**config.mk**
```make
export PLATFORM = sky130hd
export DESIGN_NAME = affine_recurrent_letter_cipher
export DESIGN_NICKNAME = d
export VERILOG_FILES = /design/src/hw/rtl/arlc_pkg.sv /design/src/hw/rtl/arlc_keyseq.sv /design/src/hw/rtl/affine_recurrent_letter_cipher.sv
export SDC_FILE = /design/constraint.sdc
export NUM_CORES = 1
export LEC_CHECK = 0
export BUFFER_PORTS_ARGS = -buffer_cell sky130_fd_sc_hd__buf_4
export CAP_MARGIN = 20
export CORE_MARGIN = 2
export CORE_UTILIZATION = 60
export CTS_CLUSTER_SIZE = 24
export DETAILED_ROUTE_END_ITERATION = 16
export PLACE_DENSITY = 0.77
export SLEW_MARGIN = 20
export SYNTH_ARGS = -nofsm -noshare
export SYNTH_HDL_FRONTEND = slang
export SYNTH_SLANG_ARGS = --single-unit
```
**constraint.sdc**
```tcl
create_clock -name clk_i -period 15.4 [get_ports clk_i]
set_input_delay 1.54 -clock clk_i [delete_from_list [all_inputs] [get_ports clk_i]]
set_output_delay 1.54 -clock clk_i [all_outputs]
set_load 0.01 [all_outputs]
```
**src/hw/rtl/arlc_pkg.sv**
```systemverilog
package arlc_pkg;

  localparam int unsigned AlphaSize  = 26;
  localparam int unsigned CharWidth  = 8;
  localparam int unsigned KeyWidth   = 5;
  localparam int unsigned CfgIdxW    = 3;
  localparam int unsigned CfgDataW   = 5;
  localparam int unsigned ModeWidth  = 2;

  localparam logic [CharWidth-1:0] UpperA = 8'd65;
  localparam logic [CharWidth-1:0] UpperZ = 8'd90;
  localparam logic [CharWidth-1:0] LowerA = 8'd97;
  localparam logic [CharWidth-1:0] LowerZ = 8'd122;
  localparam logic [CharWidth-1:0] CaseBit = 8'd32;

  // floor(p / 26) is at most one short for p below 1024 with this reciprocal
  localparam logic [6:0] RecipMul   = 7'd78;
  localparam int unsigned RecipShift = 11;

  typedef enum logic [ModeWidth-1:0] {
    MODE_CAESAR = 2'd0,
    MODE_AFFINE = 2'd1,
    MODE_RECUR  = 2'd2
  } cipher_mode_e;

  typedef enum logic {
    DIR_ENC = 1'b0,
    DIR_DEC = 1'b1
  } direction_e;

  typedef enum logic [CfgIdxW-1:0] {
    CFG_MODE   = 3'd0,
    CFG_DIR    = 3'd1,
    CFG_MULT1  = 3'd2,
    CFG_MULT2  = 3'd3,
    CFG_SHIFT1 = 3'd4,
    CFG_SHIFT2 = 3'd5
  } cfg_index_e;

  typedef struct packed {
    logic [CharWidth-1:0] in_char;
    logic                 msg_start;
  } char_in_t;

  typedef struct packed {
    logic [CharWidth-1:0] out_char;
    logic                 key_fault;
  } char_out_t;

  typedef struct packed {
    logic [KeyWidth-1:0] mult_first;
    logic [KeyWidth-1:0] mult_second;
    logic [KeyWidth-1:0] shift_first;
    logic [KeyWidth-1:0] shift_second;
  } key_cfg_t;

  typedef struct packed {
    logic [KeyWidth-1:0] mult;
    logic [KeyWidth-1:0] shift;
  } key_t;

  // value below 52
  function automatic logic [KeyWidth-1:0] mod26_small(input logic [5:0] v);
    logic [5:0] r;
    begin
      r = (v >= 6'(AlphaSize)) ? v - 6'(AlphaSize) : v;
      return r[KeyWidth-1:0];
    end
  endfunction

  // value below 1024: reciprocal estimate, then one correction
  function automatic logic [KeyWidth-1:0] mod26_wide(input logic [9:0] v);
    logic [16:0] prod;
    logic [5:0]  q;
    logic [9:0]  qm;
    logic [9:0]  r;
    begin
      prod = 17'(v) * 17'(RecipMul);
      q    = prod[RecipShift +: 6];
      qm   = 10'(q) * 10'(AlphaSize);
      r    = v - qm;
      return mod26_small(r[5:0]);
    end
  endfunction

  function automatic logic [KeyWidth-1:0] unit_inverse(input logic [KeyWidth-1:0] a);
    logic [KeyWidth-1:0] inv;
    begin
      unique case (a)
        5'd1:    inv = 5'd1;
        5'd3:    inv = 5'd9;
        5'd5:    inv = 5'd21;
        5'd7:    inv = 5'd15;
        5'd9:    inv = 5'd3;
        5'd11:   inv = 5'd19;
        5'd15:   inv = 5'd7;
        5'd17:   inv = 5'd23;
        5'd19:   inv = 5'd11;
        5'd21:   inv = 5'd5;
        5'd23:   inv = 5'd17;
        5'd25:   inv = 5'd25;
        default: inv = 5'd0;
      endcase
      return inv;
    end
  endfunction

endpackage

```
**src/hw/rtl/arlc_keyseq.sv**
```systemverilog
module arlc_keyseq
  import arlc_pkg::*;
(
  input  logic     clk_i,
  input  logic     rst_ni,
  input  logic     advance_i,
  input  logic     restart_i,
  input  key_cfg_t key_cfg_i,
  output key_t     key_o
);

  logic [KeyWidth-1:0] older_mult_q, newer_mult_q, older_shift_q, newer_shift_q;
  logic [1:0]          pos_q, pos_d;
  logic [1:0]          pos_eff;
  logic [9:0]          mult_prod;
  logic [5:0]          shift_sum;
  key_t                key;

  always_comb begin
    pos_eff   = restart_i ? 2'd0 : pos_q;
    mult_prod = 10'(older_mult_q) * 10'(newer_mult_q);
    shift_sum = 6'(older_shift_q) + 6'(newer_shift_q);
    unique case (pos_eff)
      2'd0: begin
        key.mult  = mod26_small(6'(key_cfg_i.mult_first));
        key.shift = mod26_small(6'(key_cfg_i.shift_first));
      end
      2'd1: begin
        key.mult  = mod26_small(6'(key_cfg_i.mult_second));
        key.shift = mod26_small(6'(key_cfg_i.shift_second));
      end
      default: begin
        key.mult  = mod26_wide(mult_prod);
        key.shift = mod26_small(shift_sum);
      end
    endcase
    // count up and hold at two
    pos_d = (pos_eff == 2'd2) ? pos_eff : pos_eff + 2'd1;
  end

  assign key_o = key;

  always_ff @(posedge clk_i or negedge rst_ni) begin
    if (!rst_ni) begin
      older_mult_q  <= 5'd1;
      newer_mult_q  <= 5'd1;
      older_shift_q <= '0;
      newer_shift_q <= '0;
      pos_q         <= '0;
    end else if (advance_i) begin
      older_mult_q  <= newer_mult_q;
      newer_mult_q  <= key.mult;
      older_shift_q <= newer_shift_q;
      newer_shift_q <= key.shift;
      pos_q         <= pos_d;
    end
  end

endmodule

```
**src/hw/rtl/affine_recurrent_letter_cipher.sv**
```systemverilog
// A character is accepted into the stage 1 register (key stage), then passes
// through the letter transform stage into the output register, where its result
// is offered and leaves while out_stall_i is low.
// Throughput: one character per cycle while the output is not stalled.
// Reset (asynchronous, active low): pipeline emptied, key sequence back to
// position 0 with multipliers 1 and shifts 0, registers to Caesar encipher
// with multipliers 1 and shifts 0.
module affine_recurrent_letter_cipher
  import arlc_pkg::*;
(
  input  logic                clk_i,
  input  logic                rst_ni,
  input  logic                in_valid_i,
  output logic                in_stall_o,
  input  char_in_t            in_data_i,
  output logic                out_valid_o,
  input  logic                out_stall_i,
  output char_out_t           out_data_o,
  input  logic                cfg_valid_i,
  output logic                cfg_ready_o,
  input  logic [CfgIdxW-1:0]  cfg_index_i,
  input  logic [CfgDataW-1:0] cfg_data_i
);

  cipher_mode_e        mode_q;
  direction_e          dir_q;
  key_cfg_t            key_cfg_q;

  logic                in_acc, out_ready, s1_ready;
  key_t                rec_key;

  logic                s1_valid_q;
  logic [CharWidth-1:0] s1_char_q, s1_char_d;
  logic [KeyWidth-1:0] s1_a_q, s1_a_d, s1_b_q, s1_b_d;
  logic                s1_use_mult_q, s1_use_mult_d;

  logic                out_valid_q;
  char_out_t           out_data_q, out_data_d;

  // configuration
  assign cfg_ready_o = 1'b1;

  always_ff @(posedge clk_i or negedge rst_ni) begin
    if (!rst_ni) begin
      mode_q                 <= MODE_CAESAR;
      dir_q                  <= DIR_ENC;
      key_cfg_q.mult_first   <= 5'd1;
      key_cfg_q.mult_second  <= 5'd1;
      key_cfg_q.shift_first  <= '0;
      key_cfg_q.shift_second <= '0;
    end else if (cfg_valid_i) begin
      unique case (cfg_index_i)
        CFG_MODE:   mode_q <= cipher_mode_e'(cfg_data_i[ModeWidth-1:0]);
        CFG_DIR:    dir_q  <= direction_e'(cfg_data_i[0]);
        CFG_MULT1:  key_cfg_q.mult_first   <= cfg_data_i;
        CFG_MULT2:  key_cfg_q.mult_second  <= cfg_data_i;
        CFG_SHIFT1: key_cfg_q.shift_first  <= cfg_data_i;
        CFG_SHIFT2: key_cfg_q.shift_second <= cfg_data_i;
        default: ;
      endcase
    end
  end

  // flow control
  assign out_ready  = !out_valid_q || !out_stall_i;
  assign s1_ready   = !s1_valid_q || out_ready;
  assign in_stall_o = !s1_ready;
  assign in_acc     = in_valid_i && s1_ready;

  arlc_keyseq u_keyseq (
    .clk_i     (clk_i),
    .rst_ni    (rst_ni),
    .advance_i (in_acc),
    .restart_i (in_data_i.msg_start),
    .key_cfg_i (key_cfg_q),
    .key_o     (rec_key)
  );

  // stage 1: fold case, pick the key pair for the mode
  always_comb begin
    s1_char_d = in_data_i.in_char;
    if (in_data_i.in_char >= UpperA && in_data_i.in_char <= UpperZ) begin
      s1_char_d = in_data_i.in_char + CaseBit;
    end
    unique case (mode_q)
      MODE_CAESAR: begin
        s1_a_d        = 5'd1;
        s1_b_d        = mod26_small(6'(key_cfg_q.shift_first));
        s1_use_mult_d = 1'b0;
      end
      MODE_AFFINE: begin
        s1_a_d        = mod26_small(6'(key_cfg_q.mult_first));
        s1_b_d        = mod26_small(6'(key_cfg_q.shift_first));
        s1_use_mult_d = 1'b1;
      end
      MODE_RECUR: begin
        s1_a_d        = rec_key.mult;
        s1_b_d        = rec_key.shift;
        s1_use_mult_d = 1'b1;
      end
      default: begin
        // identity map: letters come through folded
        s1_a_d        = 5'd1;
        s1_b_d        = 5'd0;
        s1_use_mult_d = 1'b0;
      end
    endcase
  end

  always_ff @(posedge clk_i or negedge rst_ni) begin
    if (!rst_ni) begin
      s1_valid_q <= 1'b0;
    end else if (s1_ready) begin
      s1_valid_q <= in_valid_i;
    end
  end

  always_ff @(posedge clk_i) begin
    if (in_acc) begin
      s1_char_q     <= s1_char_d;
      s1_a_q        <= s1_a_d;
      s1_b_q        <= s1_b_d;
      s1_use_mult_q <= s1_use_mult_d;
    end
  end

  // stage 2: letter transform
  logic                is_letter;
  logic [KeyWidth-1:0] x, inv, diff, y;
  logic [9:0]          enc_sum, dec_prod;

  always_comb begin
    is_letter = (s1_char_q >= LowerA) && (s1_char_q <= LowerZ);
    x         = KeyWidth'(s1_char_q - LowerA);
    inv       = unit_inverse(s1_a_q);
    diff      = (x >= s1_b_q) ? x - s1_b_q : KeyWidth'(6'(x) + 6'(AlphaSize) - 6'(s1_b_q));
    enc_sum   = 10'(s1_a_q) * 10'(x) + 10'(s1_b_q);
    dec_prod  = 10'(inv) * 10'(diff);
    y         = (dir_q == DIR_ENC) ? mod26_wide(enc_sum) : mod26_wide(dec_prod);
    out_data_d.out_char  = is_letter ? LowerA + CharWidth'(y) : s1_char_q;
    out_data_d.key_fault = s1_use_mult_q && (inv == 5'd0);
  end

  always_ff @(posedge clk_i or negedge rst_ni) begin
    if (!rst_ni) begin
      out_valid_q <= 1'b0;
    end else if (out_ready) begin
      out_valid_q <= s1_valid_q;
    end
  end

  always_ff @(posedge clk_i) begin
    if (out_ready && s1_valid_q) begin
      out_data_q <= out_data_d;
    end
  end

  assign out_valid_o = out_valid_q;
  assign out_data_o  = out_data_q;

  // checks
  a_stall_only_when_full: assert property (@(posedge clk_i) disable iff (!rst_ni)
    in_stall_o |-> (s1_valid_q && out_valid_q))
    else $error("input stalled with room in the pipeline");

  a_s1_held_while_blocked: assert property (@(posedge clk_i) disable iff (!rst_ni)
    (s1_valid_q && !out_ready) |=> s1_valid_q)
    else $error("stage 1 request lost while output blocked");

  a_no_upper_case_out: assert property (@(posedge clk_i) disable iff (!rst_ni)
    out_valid_o |-> !(out_data_o.out_char >= UpperA && out_data_o.out_char <= UpperZ))
    else $error("upper-case letter left unfolded");

endmodule
```
==> results by group <==
Synthesis
  • Mapped Area: around 11000 µm²
  • Mapped Avg Cell Area: slightly below 9 µm²
  • Synth cell types: 72
  • Syn_nets: roughly 1500
  • Async S/R FF share, synth: about 59%
  • Post-synth EDFFs: 28
  • Yosys top cell area share: between 20% and 30%
  • Sequential-to-total area share from yosys stat: 19.5%
  • Area leader, netlist: ha_1
  • Cells after synthesis: around 1200
  • Post-synth top flop: dfrtp_1
  • Yosys warnings: 0
  • Main area contributors after synthesis: ha_1 (21%), fa_1 (14%), dfrtp_1 (9.9%), edfxtp_1 (7.7%), inv_1 (7.3%)
  • Count leader, synth: inv_1
  • Synth cell count leaders: inv_1 (212), ha_1 (182), nand2_1 (130), fa_1 (78), o21ai_0 (62)
  • Register bit count reported by yosys: 80

Clock tree
  • Resize count post-CTS: 0
  • Latest clock arrival within the worst-skew pair: ~350 ps
  • Post-CTS Setup Inserts: 0
  • CTS Hold Bufs: 0
  • CTS Buffer Depth: 2
  • CTS Root Cell: clkbuf_16
  • CTS tree: built
  • CTS Sinks: 80
  • Inserted Clock Buffers: 9
  • Clk pin slew, worst setup/hold paths: 70 ps
  • H-tree depth: 3

Final layout
  • # diodes: 0
  • Area Overhead vs Synth: 7.53%
  • Fin area: around 12000 µm²
  • Multi-input logic area: 7920 µm²
  • Fraction of layout cells with a size suffix above 1: around 6.6%
  • Final cell count without fillers: roughly 1500
  • Register area: ~2100 µm²
  • Nets@finish: between 1500 and 2000
  • Fill count: 1481

Detailed routing
  • DRC violations left: 0
  • Routed WL: between 20000 and 25000 µm
  • Detailed Route Iter0 Violations: a little over 500
  • DR pass1 iterations: 6
  • Number of routed nets with antenna violations: 0
  • Vias: roughly 8400
  • DR WL/cell: around 15 µm
  • DR vias/cell: between 5 and 6

Die
  • Placement Rows: 49
  • Ports: 34
  • Die Span X: between 100 and 150 µm
  • Core area: 17900 µm²
  • Initial core utilization: 60.9%
  • Area of the die: between 15000 and 20000 µm²
  • Die Y: approximately 140 µm

Setup path
  • Crit end category: flop
  • CP Class: flop to flop
  • Crit-path max cell delay: 530 ps
  • Req. time, crit path: approximately 16000 ps
  • CP most frequent cell: ha_1
  • Worst EP arrival: ~13000 ps
  • Critical path launch point type: flop
  • Worst-path maximum fanout: 7
  • Critical path's slowest cell: fa_1

Timing
  • Clock Skews: between 10 and 15 ps
  • Worst-margin pin slew: a little under 900 ps
  • Final period util: 83.4%
  • RSZ-0062 raised after global routing: no
  • Slew Limit Fails: 0
  • Setup-failing EPs final: 0
  • Min Tclk post-route: roughly 13000 ps
  • Setup TNS: 0 ps
  • Max Clk Rate: 77.8 MHz
  • Final hold vios: 0
  • Worst rel slew slack: roughly two fifths
  • PnR worst setup slack: roughly 2600 ps

Place
  • Placed Cells: approximately 1500
  • Dpl cell area: ~11000 µm²
  • Port Buffers: 32
  • DPL Wire Length: around 18000 µm
  • RD Place Congestion: roughly 0.91
  • Place WS: 2710 ps

Global route
  • Total GRT Usage: 23.7%
  • Antenna violations before repair: 0
  • Largest net degree at the start of global routing: 48
  • First-pass GRT wire length: 38600 µm
  • Vias in the first global route: 8416
  • Grt ovf: 0

Outcome
  • Status: completed

Hold path
  • Hold Path Class: flop to flop

Run
  • Number of max-cap violations: 0
[flip-flops by register name (all words and copies together) (netlist names)]
register and count:
out_data_o 9, u_keyseq.older_shift_q 5, s1_a_q 5, key_cfg_q 20, dir_q 1, s1_use_mult_q 1, u_keyseq.pos_q 2, u_keyseq.older_mult_q 5
inv 5, s1_valid_q 1, s1_char_q 8, s1_b_q 5, mode_q 2, u_keyseq.newer_mult_q 5, out_valid_o 1, u_keyseq.newer_shift_q 5
[area by class of cell]
cell class | instances | area share (%)
clock inverter | 7 | 0.833
clock buffer | 9 | 1.92
sequential | 80 | 18.1
timing repair buffer | 36 | 2.31
multi-input combinational | 920 | 67.6
tap | 229 | 2.44
inverter | 213 | 6.82
[kinds of logic after synthesis]
group | synth area share [%]
compound gates | 14.0
xor+xnor | 6.63
fa+ha+maj | 35.3
buf+inv | 7.92
flops | 19.5
mux | 1.63
other cells | 0.0344
simple gates | 15.0
[critical path: cells and delay by family (launching register included)]
kind / cells / cell delay (ps)
AO/OA/AOI/OAI: 12 / 2250
XOR/XNOR: 10 / 2530
adder cells (fa/ha/maj): 13 / 4890
buffers and inverters: 8 / 610
flip-flops: 1 / 500
AND/OR/NAND/NOR: 8 / 1790
[path summary, 6_finish.rpt]
check | depth (start not counted) | endpoint | start | slack [ps]
setup / recovery | 51 | out_data_o[6] | s1_char_q[0] | 2550
hold / removal | 1 | out_valid_o | s1_valid_q | 480
setup reg to reg | 51 | out_data_o[6] | s1_char_q[0] | 2550
hold reg to reg | 1 | out_valid_o | s1_valid_q | 480
max in group asynchronous | 1 | u_keyseq.newer_shift_q[1] | rst_ni | 13800
min in group asynchronous | 1 | key_cfg_q[2] | rst_ni | 1190
[through the flow]
stage               utilization (%)  hold WS, ps
global placement               63.6          449
finish                         65.5          483
floorplan                         -          438
global route                   65.5          525
detailed placement             63.6          462
CTS                            65.4          485
[layer usage]
layer / up-vias / global-route usage [%] / part of all wire [%]
met5: - / 0 / 0
met2: 169 / 41.2 / 50
met1: 3995 / 32.0 / 45
met3: 29 / 2.90 / 4.1
met4: 0 / 5.26 / 1.3
li1: 4182 / - / -
[cells in the final DEF, fill, tap and decap left out, drive strengths merged, types with 10 or more instances in the layout]
master,synthesis,final
mux2,14,14
nand3,15,15
nor2b,21,21
xor2,28,28
dfrtp,43,43
nor3,18,18
inv,212,217
a21oi,62,62
edfxtp,28,28
fa,78,78
nand2,130,130
nor2,44,44
nand2b,12,12
and2,53,53
ha,182,182
o211ai,10,10
a21o,24,24
xnor2,44,44
buf,3,36
o21ai,64,64
Power is not shown: default switching activity piles up to over one toggle a cycle in this logic, so the estimate is an artifact.
